$ cat config.mk
export PLATFORM = sky130hd
export DESIGN_NAME = indexed_array_list_engine_unit
export DESIGN_NICKNAME = d
export VERILOG_FILES = /design/src/iale_pkg.sv /design/src/iale_ram.sv /design/src/indexed_array_list_engine_unit.sv
export SDC_FILE = /design/constraint.sdc
export NUM_CORES = 2
export LEC_CHECK = 0
export BUFFER_PORTS_ARGS = -buffer_cell sky130_fd_sc_hd__buf_4
export CAP_MARGIN = 40
export CORE_UTILIZATION = 35
export CTS_BUF_LIST = sky130_fd_sc_hd__clkbuf_8 sky130_fd_sc_hd__clkbuf_16
export DETAILED_ROUTE_END_ITERATION = 8
export HOLD_SLACK_MARGIN = 0.1
export REMOVE_ABC_BUFFERS = 1
export SYNTH_ARGS = -nofsm -noshare
export SYNTH_HDL_FRONTEND = slang
export SYNTH_SLANG_ARGS = --single-unit
$ cat constraint.sdc
create_clock -name clk -period 16.84 [get_ports clk]
set_input_delay 0.842 -clock clk [delete_from_list [all_inputs] [get_ports clk]]
set_output_delay 0.842 -clock clk [all_outputs]
set_load 0.02 [all_outputs]
$ cat src/iale_pkg.sv
`timescale 1ns / 1ps

package iale_pkg;

    localparam int DATA_W = 32;
    localparam int POS_W  = 7;
    localparam int REQ_W  = 3;
    localparam int ST_W   = 3;

    localparam logic [REQ_W-1:0] REQ_INSERT = 3'd0;
    localparam logic [REQ_W-1:0] REQ_DELETE = 3'd1;
    localparam logic [REQ_W-1:0] REQ_SEARCH = 3'd2;
    localparam logic [REQ_W-1:0] REQ_MINMAX = 3'd3;
    localparam logic [REQ_W-1:0] REQ_READ   = 3'd4;

    localparam logic [ST_W-1:0] ST_OK       = 3'd0;
    localparam logic [ST_W-1:0] ST_FULL     = 3'd1;
    localparam logic [ST_W-1:0] ST_INVALID  = 3'd2;
    localparam logic [ST_W-1:0] ST_EMPTY    = 3'd3;
    localparam logic [ST_W-1:0] ST_NOTFOUND = 3'd4;

    typedef struct packed {
        logic [REQ_W-1:0]         req_type;
        logic [POS_W-1:0]         position;
        logic signed [DATA_W-1:0] insert_value;
        logic signed [DATA_W-1:0] search_key;
    } req_t;

    typedef struct packed {
        logic [ST_W-1:0]          status;
        logic [POS_W-1:0]         position_out;
        logic signed [DATA_W-1:0] data_out;
        logic signed [DATA_W-1:0] max_out;
        logic                     last;
    } rsp_t;

endpackage

$ cat src/iale_ram.sv
`timescale 1ns / 1ps

module iale_ram #(
    parameter int WIDTH = 32,
    parameter int DEPTH = 64
) (
    input  logic                     clk,
    input  logic                     we,
    input  logic [$clog2(DEPTH)-1:0] waddr,
    input  logic [WIDTH-1:0]         wdata,
    input  logic                     re,
    input  logic [$clog2(DEPTH)-1:0] raddr,
    output logic [WIDTH-1:0]         rdata
);

    logic [WIDTH-1:0] mem [DEPTH];
    logic [WIDTH-1:0] rdata_reg;

    always_ff @(posedge clk)
    begin
        if (we)
        begin
            mem[waddr] <= wdata;
        end
        if (re)
        begin
            rdata_reg <= mem[raddr];
        end
    end

    assign rdata = rdata_reg;

endmodule

$ cat src/indexed_array_list_engine_unit.sv
`timescale 1ns / 1ps

// Ordered list of up to DEPTH signed 32-bit elements held in one RAM.
// Requests arrive on req/req_valid/req_ready, results leave on
// rsp/rsp_valid/rsp_ready; both are valid/ready channels, one item per
// accepted handshake. One request is worked at a time; req_ready is high
// whenever the engine is idle, even while a finished result still waits.
// While a request is worked req_ready stays low; p is the position, n the element count:
//   insert        shifts p..n-1 up one slot (one RAM read and one write per shifted element)
//   delete        shifts p+1..n-1 down one slot
//   search/minmax one RAM read per element
//   read out      one RAM read per element
//   refused or empty-list requests: no RAM access
// The next request can be accepted in the idle cycle that follows.
// The single read port of the element RAM allows one element read at a time. A search
// emits one item per match (one not-found item if none), a read out one per element; the
// last item of every request has last set. A stalled receiver holds the result register and
// the element walk waits with it. Reset clears the count and the control
// state; the RAM is not cleared and needs no pass after reset.
module indexed_array_list_engine_unit
    import iale_pkg::*;
#(
    parameter int DEPTH = 64
) (
    input  logic clk,
    input  logic rst_n,
    input  logic req_valid,
    output logic req_ready,
    input  req_t req,
    output logic rsp_valid,
    input  logic rsp_ready,
    output rsp_t rsp
);

    localparam int AW = $clog2(DEPTH);
    localparam int CW = $clog2(DEPTH + 1);
    localparam int EW = 8;

    typedef enum logic [2:0] {
        S_IDLE,
        S_INS,
        S_DEL,
        S_SCAN,
        S_FIN
    } state_t;

    state_t state_reg, state_next;

    logic [REQ_W-1:0]  op_reg, op_next;
    logic [POS_W-1:0]  pos_reg, pos_next;
    logic [DATA_W-1:0] val_reg, val_next;
    logic [DATA_W-1:0] key_reg, key_next;
    logic [CW-1:0]     cnt_reg, cnt_next;
    logic [CW-1:0]     rem_reg, rem_next;
    logic [AW-1:0]     ra_reg, ra_next;
    logic [AW-1:0]     di_reg, di_next;
    logic              dv_reg, dv_next;
    logic [DATA_W-1:0] mn_reg, mn_next;
    logic [DATA_W-1:0] mx_reg, mx_next;
    logic              pend_reg, pend_next;
    logic [AW-1:0]     pend_pos_reg, pend_pos_next;
    logic [ST_W-1:0]   fin_st_reg, fin_st_next;
    logic              out_valid_reg, out_valid_next;
    rsp_t              out_reg, out_next;

    logic              ram_we;
    logic [AW-1:0]     ram_waddr;
    logic [DATA_W-1:0] ram_wdata;
    logic              ram_re;
    logic [AW-1:0]     ram_raddr;
    logic [DATA_W-1:0] ram_rdata;

    logic              out_free;
    logic              req_fire;
    logic [EW-1:0]     n_ext;
    logic [EW-1:0]     p_ext;
    logic              match;
    logic              need_out;
    logic              stall;

    iale_ram #(
        .WIDTH(DATA_W),
        .DEPTH(DEPTH)
    ) u_store (
        .clk  (clk),
        .we   (ram_we),
        .waddr(ram_waddr),
        .wdata(ram_wdata),
        .re   (ram_re),
        .raddr(ram_raddr),
        .rdata(ram_rdata)
    );

    assign out_free  = !out_valid_reg || rsp_ready;
    assign req_ready = (state_reg == S_IDLE);
    assign req_fire  = req_valid && req_ready;
    assign rsp_valid = out_valid_reg;
    assign rsp       = out_reg;

    assign n_ext = EW'(cnt_reg);
    assign p_ext = EW'(req.position);
    assign match = (ram_rdata == key_reg);

    always_comb
    begin
        need_out = 1'b0;
        if (op_reg == REQ_READ)
        begin
            need_out = 1'b1;
        end
        else if (op_reg == REQ_SEARCH)
        begin
            need_out = match && pend_reg;
        end
        stall = (state_reg == S_SCAN) && dv_reg && need_out && !out_free;
    end

    always_comb
    begin
        state_next     = state_reg;
        op_next        = op_reg;
        pos_next       = pos_reg;
        val_next       = val_reg;
        key_next       = key_reg;
        cnt_next       = cnt_reg;
        rem_next       = rem_reg;
        ra_next        = ra_reg;
        di_next        = di_reg;
        dv_next        = dv_reg;
        mn_next        = mn_reg;
        mx_next        = mx_reg;
        pend_next      = pend_reg;
        pend_pos_next  = pend_pos_reg;
        fin_st_next    = fin_st_reg;
        out_valid_next = out_valid_reg && !rsp_ready;
        out_next       = out_reg;
        ram_we         = 1'b0;
        ram_waddr      = di_reg;
        ram_wdata      = ram_rdata;
        ram_re         = 1'b0;
        ram_raddr      = ra_reg;

        case (state_reg)
            S_IDLE:
            begin
                dv_next = 1'b0;
                if (req_fire)
                begin
                    op_next   = req.req_type;
                    pos_next  = req.position;
                    val_next  = req.insert_value;
                    key_next  = req.search_key;
                    pend_next = 1'b0;
                    case (req.req_type)
                        REQ_INSERT:
                        begin
                            if (n_ext >= EW'(DEPTH))
                            begin
                                fin_st_next = ST_FULL;
                                state_next  = S_FIN;
                            end
                            else if (p_ext > n_ext)
                            begin
                                fin_st_next = ST_INVALID;
                                state_next  = S_FIN;
                            end
                            else
                            begin
                                rem_next   = CW'(n_ext - p_ext);
                                ra_next    = AW'(cnt_reg - CW'(1));
                                state_next = S_INS;
                            end
                        end
                        REQ_DELETE:
                        begin
                            if (cnt_reg == '0)
                            begin
                                fin_st_next = ST_EMPTY;
                                state_next  = S_FIN;
                            end
                            else if (p_ext >= n_ext)
                            begin
                                fin_st_next = ST_INVALID;
                                state_next  = S_FIN;
                            end
                            else
                            begin
                                rem_next   = CW'(n_ext - p_ext - EW'(1));
                                ra_next    = AW'(p_ext + EW'(1));
                                state_next = S_DEL;
                            end
                        end
                        REQ_SEARCH, REQ_MINMAX, REQ_READ:
                        begin
                            if (req.req_type == REQ_SEARCH)
                            begin
                                fin_st_next = ST_NOTFOUND;
                            end
                            else if (cnt_reg == '0)
                            begin
                                fin_st_next = ST_EMPTY;
                            end
                            else
                            begin
                                fin_st_next = ST_OK;
                            end
                            if (cnt_reg == '0)
                            begin
                                state_next = S_FIN;
                            end
                            else
                            begin
                                rem_next   = cnt_reg;
                                ra_next    = '0;
                                state_next = S_SCAN;
                            end
                        end
                        default:
                        begin
                            state_next = S_IDLE;
                        end
                    endcase
                end
            end

            S_INS:
            begin
                // move each element up one slot, highest first
                if (dv_reg)
                begin
                    ram_we    = 1'b1;
                    ram_waddr = di_reg + AW'(1);
                    ram_wdata = ram_rdata;
                end
                if (rem_reg != '0)
                begin
                    ram_re   = 1'b1;
                    ram_raddr = ra_reg;
                    ra_next  = ra_reg - AW'(1);
                    rem_next = rem_reg - CW'(1);
                    di_next  = ra_reg;
                    dv_next  = 1'b1;
                end
                else
                begin
                    dv_next = 1'b0;
                    if (!dv_reg)
                    begin
                        ram_we      = 1'b1;
                        ram_waddr   = pos_reg[AW-1:0];
                        ram_wdata   = val_reg;
                        cnt_next    = cnt_reg + CW'(1);
                        fin_st_next = ST_OK;
                        state_next  = S_FIN;
                    end
                end
            end

            S_DEL:
            begin
                // move each later element down one slot, lowest first
                if (dv_reg)
                begin
                    ram_we    = 1'b1;
                    ram_waddr = di_reg - AW'(1);
                    ram_wdata = ram_rdata;
                end
                if (rem_reg != '0)
                begin
                    ram_re   = 1'b1;
                    ram_raddr = ra_reg;
                    ra_next  = ra_reg + AW'(1);
                    rem_next = rem_reg - CW'(1);
                    di_next  = ra_reg;
                    dv_next  = 1'b1;
                end
                else
                begin
                    dv_next = 1'b0;
                    if (!dv_reg)
                    begin
                        cnt_next    = cnt_reg - CW'(1);
                        fin_st_next = ST_OK;
                        state_next  = S_FIN;
                    end
                end
            end

            S_SCAN:
            begin
                if (!stall)
                begin
                    if (rem_reg != '0)
                    begin
                        ram_re   = 1'b1;
                        ram_raddr = ra_reg;
                        ra_next  = ra_reg + AW'(1);
                        rem_next = rem_reg - CW'(1);
                        di_next  = ra_reg;
                        dv_next  = 1'b1;
                    end
                    else
                    begin
                        dv_next = 1'b0;
                    end

                    if (dv_reg)
                    begin
                        case (op_reg)
                            REQ_MINMAX:
                            begin
                                if (di_reg == '0)
                                begin
                                    mn_next = ram_rdata;
                                    mx_next = ram_rdata;
                                end
                                else
                                begin
                                    if ($signed(ram_rdata) < $signed(mn_reg))
                                    begin
                                        mn_next = ram_rdata;
                                    end
                                    if ($signed(ram_rdata) > $signed(mx_reg))
                                    begin
                                        mx_next = ram_rdata;
                                    end
                                end
                            end
                            REQ_SEARCH:
                            begin
                                if (match)
                                begin
                                    // hold the newest hit back until it is known to be last
                                    if (pend_reg)
                                    begin
                                        out_valid_next        = 1'b1;
                                        out_next.status       = ST_OK;
                                        out_next.position_out = POS_W'(pend_pos_reg);
                                        out_next.data_out     = '0;
                                        out_next.max_out      = '0;
                                        out_next.last         = 1'b0;
                                    end
                                    pend_next     = 1'b1;
                                    pend_pos_next = di_reg;
                                end
                            end
                            default:
                            begin
                                out_valid_next        = 1'b1;
                                out_next.status       = ST_OK;
                                out_next.position_out = POS_W'(di_reg);
                                out_next.data_out     = ram_rdata;
                                out_next.max_out      = '0;
                                out_next.last         = (CW'(di_reg) == cnt_reg - CW'(1));
                            end
                        endcase
                    end

                    if (rem_reg == '0 && !dv_reg)
                    begin
                        state_next = (op_reg == REQ_READ) ? S_IDLE : S_FIN;
                    end
                end
            end

            S_FIN:
            begin
                if (out_free)
                begin
                    out_valid_next        = 1'b1;
                    out_next.status       = fin_st_reg;
                    out_next.position_out = '0;
                    out_next.data_out     = '0;
                    out_next.max_out      = '0;
                    out_next.last         = 1'b1;
                    if (op_reg == REQ_SEARCH && pend_reg)
                    begin
                        out_next.status       = ST_OK;
                        out_next.position_out = POS_W'(pend_pos_reg);
                    end
                    else if (op_reg == REQ_MINMAX && fin_st_reg == ST_OK)
                    begin
                        out_next.data_out = mn_reg;
                        out_next.max_out  = mx_reg;
                    end
                    state_next = S_IDLE;
                end
            end

            default:
            begin
                state_next = S_IDLE;
            end
        endcase
    end

    always_ff @(posedge clk or negedge rst_n)
    begin
        if (!rst_n)
        begin
            state_reg     <= S_IDLE;
            op_reg        <= REQ_INSERT;
            cnt_reg       <= '0;
            rem_reg       <= '0;
            dv_reg        <= 1'b0;
            pend_reg      <= 1'b0;
            fin_st_reg    <= ST_OK;
            out_valid_reg <= 1'b0;
        end
        else
        begin
            state_reg     <= state_next;
            op_reg        <= op_next;
            cnt_reg       <= cnt_next;
            rem_reg       <= rem_next;
            dv_reg        <= dv_next;
            pend_reg      <= pend_next;
            fin_st_reg    <= fin_st_next;
            out_valid_reg <= out_valid_next;
        end
    end

    always_ff @(posedge clk)
    begin
        pos_reg      <= pos_next;
        val_reg      <= val_next;
        key_reg      <= key_next;
        ra_reg       <= ra_next;
        di_reg       <= di_next;
        mn_reg       <= mn_next;
        mx_reg       <= mx_next;
        pend_pos_reg <= pend_pos_next;
        out_reg      <= out_next;
    end

`ifndef NO_ASSERTIONS
    a_idle_no_read: assert property (@(posedge clk) disable iff (!rst_n)
        req_ready |-> !dv_reg)
        else $error("read data in flight while idle");

    a_count_bound: assert property (@(posedge clk) disable iff (!rst_n)
        EW'(cnt_reg) <= EW'(DEPTH))
        else $error("element count beyond depth");

    a_count_change: assert property (@(posedge clk) disable iff (!rst_n)
        (cnt_reg != $past(cnt_reg)) |->
            ($past(state_reg) == S_INS || $past(state_reg) == S_DEL))
        else $error("element count changed outside insert or delete");

    a_no_overwrite: assert property (@(posedge clk) disable iff (!rst_n)
        (rsp_valid && !rsp_ready) |=> (state_reg != S_IDLE || $stable(rsp)))
        else $error("pending result overwritten");
`endif

endmodule
Word level (Yosys, flattened, before mapping). Memory sizes are Yosys's and may differ from the RTL's. A register that Yosys moved wholly into a read port is not among the register bits. Cells that the tools add are included.

Register bits: 253. Memory bits (writable): 2048. Input port bits: 78. Output and inout bits: 77. Logic and storage cells: 223. Memories: 1.

Add/sub/neg operators: 10. Order comparisons: 5. Eq/ne operators: 38. Muxes and demuxes: 102. Bitwise logic cells: 1. Reductions and logical operators: 45.

Memory list: u_store.mem (words 64, bits a word 32, read ports 1, clocked after memory_dff 1, write ports 1, RTL line iale_ram.sv:16) `logic [WIDTH-1:0] mem [DEPTH];`.

Operators with widths (number): $mux W75 (5); $pmux W75 S2 (2); $mux W32 (7); $mux W64 (2); $mux W6 (15); $mux W7 (12); $mux W3 (20); $pmux W7 S3 (2); $eq A32 B32 Y1 (1); $gt A32 B32 Y1 (1); $lt A32 B32 Y1 (1); $ne A2 B2 Y1 const B (12); $pmux W6 S2 (2); $pmux W6 S4 (1); $ne A3 B3 Y1 const B (7); $sub A7 B1 Y7 const B (3); $mux W1 (20); $reduce_and A5 Y1 (4); $add A6 B1 Y6 const B (3); $eq A3 B2 Y1 const B (6); $pmux W3 S3 (2); $pmux W6 S3 (1); $logic_not A7 Y1 (2); $pmux W7 S2 (1); 35 further kinds (69).

Depth between registers and ports, before layout.
Depth after elaboration: 8. Mapped depth: 12. Mapped depth without buffers: 12.

Modules after synthesis. From an unflattened synthesis, not the netlist that was laid out.

Cells, all modules: 4552. Area, all modules: 92347.3 sq um.

Modules (own cells, without submodules): iale_ram (times used 1, cells an instance 3511, area an instance 79359.9 sq um, seq. area each 62459.9 sq um); indexed_array_list_engine_unit (times used 1, cells an instance 1041, area an instance 12987.5 sq um, seq. area each 7437.1 sq um).

Worst setup path before layout. Ideal clock, no wire load.

Path kind: input to register. From: input rsp_ready. To: register out_reg, in the netlist rsp[0] (enable). Data arrival time: 7.208 ns. Data required time: 16.215 ns. Path slack: 9.007 ns. Stages on the path: 5. Buffers on the path: 0. Cell sequence: nand2b_1 -> nor3_1 -> a21oi_1 -> nand4_1 -> a221oi_1.

Longest elaborated chain between the ends: 5.

RTL lines: start: declaration (RTL line indexed_array_list_engine_unit.sv:31) `input logic rsp_ready,`; $logic_or A1 B1 Y1 * (RTL line indexed_array_list_engine_unit.sv:94) `assign out_free = !out_valid_reg || rsp_ready;`; $logic_not A1 Y1 (RTL line indexed_array_list_engine_unit.sv:115) `stall = (state_reg == S_SCAN) && dv_reg && need_out && !out_free;`; $logic_and A1 B1 Y1 (RTL line indexed_array_list_engine_unit.sv:115); $ne A2 B2 Y1 (no line); $reduce_and A7 Y1 (no line) *; end signal: assignment (RTL line indexed_array_list_engine_unit.sv:433) `out_reg <= out_next;`; end: declaration (RTL line indexed_array_list_engine_unit.sv:64) `rsp_t out_reg, out_next;`.

Every way passes the cells marked *; elsewhere a longest branch is shown, timed or not. A chain may end at the register's enable or synchronous reset.

==> metrics <==
1st-pass router iterations 7; hold_sp req[12]; DR iter-0 viols ~5300; Layout area overhead 16.4%; port bufs about 150; depth of the worst hold-timing path 1; Syn Area/Cell approximately 22 µm²; H-tree depth 4; reg2reg start ra_reg[1]; crit start category flip-flop; Register Area around 70000 µm²; Synth Instances around 4100; die area around 260000 µm²; Synth Area in Compound Gates about 1.7%; Final Slew Violations 0; reg-to-reg endpoint u_store.rdata[2]; drt wl/cell about 29 µm; final core utilization 41.1%; gpl congestion around 0.81; Hold Vio Cnt, Final 0; Worst Setup End Kind flip-flop; root buffer cell clkbuf_16; min Tclk post-route ~5.2 ns; postcts setup bufs 0; worst-margin pin slew about 1.0 ns; first-pass GRT wire length about 340000 µm; RSZ-0062 raised after global routing no; WS Path Type flip-flop to flip-flop; Req. time, crit path 17.44 ns; Pleak 33.8 nW; ratio of cells with drive above 1 in the final layout 30.7%; Synth cell types 73; fmax 0.193 GHz; Post-route DRC 0; FFs w/ async S/R, synth under 10%; Adder-Cell Fraction of Synth Area about 1.2%; initial antenna violation count 26; MaxCap Viol Count 0; clk sinks around 2300; Num CTS Buffers around 230; Finish-stage setup viols 0; Ys Warns 0; # fillers 22400; global route overflow 0; max reg flops around 2000; clock edge transition at the registers on the reported setup and hold paths about 0.06 ns; Post-synth EDFFs between 2000 and 2500; worst reg-to-reg path cell count 7; clock buffer depth 3; combinational power share ~4.8%; post-route ant nets 0; crit path capture u_store.rdata[2]; Multi-input gate area 21100 µm²; Slew Limit Headroom between 30% and 40%; TritonCTS clock tree done; io pins 155; register share of total power around 54%; PnR Total Power around 12 mW; pwr dens around 110 nW/µm²; Fin Clk Skew 0.0451 ns; critical path arrival just under 6 ns; largest net degree at the start of global routing approximately 130; vias in the first global route 44700; hold slack about 0.17 ns; Rows about 190; routed vias approximately 45000; Final #Nets 4639; Hold/Removal Path Class input port to flip-flop; Skew-Pair Late Insertion Delay 0.87 ns; Switching Fraction roughly a fifth; post-synthesis mux area share between 10% and 20%; final period utilization between 30 and 40%; Die Wd approximately 510 µm; largest family of logic cells by synthesized area multiplexers; crit path launch ra_reg[1]; peak supply drop 102 µV; Synth Register Bits between 2000 and 2500; Post-Synth XOR/XNOR Area 0.640%; Net Sw Power around 2.5 mW; Post-Synth Simple-Gate Area 1.88%; run status finished, final reports clean; Initial Util about a third; Seq/Total Area, Yosys between 70% and 80%; Cell Area, Synth between 90000 and 100000 µm²; GRT Overall Usage between 10% and 20%; chip height just over 500 µm; clock network power share about 42%; Vias/cell 5.49; critical path fanouts, max around 110; final wirelength 238000 µm; r2r setup slk roughly 12 ns; post-DP HPWL between 100000 and 150000 µm; Core Area 260000 µm²; Biggest register u_store.mem; Top FF cell, synth edfxtp_1; P_int between 9 and 10 mW
-- kinds of logic after synthesis --
family	Yosys count
AOI/OAI and AO/OA	227
xor gates and xnor gates	67
adders and majority gates	86
buffers and inverters	292
DFF	2332
muxes	725
other	1
and+or+nand+nor	344
-- cell usage after synthesis (all sizes together), types with 14 or more instances --
cell type / count / area, µm²
clkbuf: 131 / 492
dfrtp: 26 / 651
mux2: 46 / 518
nor2: 107 / 409
mux4: 663 / 14900
nor4: 43 / 269
o21ai: 46 / 230
xnor2: 18 / 158
nand4: 16 / 100
nand3: 32 / 160
a221oi: 14 / 129
inv: 90 / 338
mux2i: 16 / 160
xor2: 49 / 429
edfxtp: 2306 / 69200
a22o: 38 / 333
a21oi: 48 / 240
ha: 84 / 1050
buf: 71 / 344
nand2: 70 / 263
nor3: 16 / 85.1
-- worst max-delay path, cell delays in order (launching register included) --
cell and delay, ns:
edfxtp_1 0.80, buf_4 0.49, buf_4 0.71, buf_12 0.59, buf_4 0.71, mux4_2 0.40
mux4_2 0.50, mux4_2 0.46
-- worst min path at each step --
| stage | end |
|---|---|
| floorplan | rem_reg[0] |
| global route | key_reg[12] |
| detailed placement | fin_st_reg[2] |
| CTS | key_reg[12] |
| finish | key_reg[12] |
| global placement | rem_reg[0] |
-- final cells by class --
type | count | area share, %
diodes | 4 | 0.00938
clock buffers | 230 | 5.39
multi-input cells | 1450 | 19.8
flip-flops and latches | 2332 | 65.5
well taps | 3496 | 4.10
repair buffers | 374 | 3.53
clock inverters | 189 | 1.37
inverters | 90 | 0.318
-- layer usage --
layer | track usage [%] | vias up | part of all wire [%]
met5 | 0 | - | 0.016
met4 | 4.06 | 8 | 1.9
met3 | 2.93 | 280 | 7.8
met2 | 28.6 | 1948 | 48
met1 | 25.7 | 24500 | 43
li1 | - | 18100 | -
-- placed cells by master, fill, tap and decap left out, types with 10 or more instances in the layout --
master,instances
edfxtp_1,2306
mux4_2,663
buf_4,271
clkbuf_16,230
inv_1,138
ha_1,84
nand2_1,69
nor2_4,65
clkinv_1,64
xor2_1,49
a21oi_1,47
mux2_2,46
o21ai_0,45
nor4_1,43
nor2_1,42
dlygate4sd3_1,42
a22o_1,38
buf_12,33
nand3_1,32
clkinv_2,32
dfrtp_1,26
buf_16,19
xnor2_1,18
bufinv_16,18
mux2i_1,16
nand4_1,16
nor3_1,14
a21o_1,13
a221oi_1,12
o22ai_1,10
-- per-stage QoR --
stage | cells | area [µm²] | setup TNS [ns] | setup slack [ns]
final | 8165 | 107000 | 0 | 11.65
after global routing | 8164 | 107000 | 0 | 11.46
after CTS | 8157 | 107000 | 0 | 11.65
after detailed placement | 7696 | 99000 | 0 | 11.63
after global placement | 7642 | 97800 | 0 | 11.15
after floorplan | 3872 | 90800 | -176.52 | -5.37
-- power groups by stage --
stage	Combinational, mW	Sequential (mW)	Clock, mW
after CTS	0.572	6.38	5.01
after detailed placement	0.562	6.51	0
after global placement	0.543	6.51	0
after floorplan	0.454	6.58	0
after global routing	0.600	6.39	5.21
final	0.567	6.38	4.93
-- timing repair --
action | in CTS | in global routing
hold buffers | 42 | 0
endpoints found under the hold margin | 67 | 0
gates resized for setup | 0 | 0
Power figures use the tool's default switching activity.
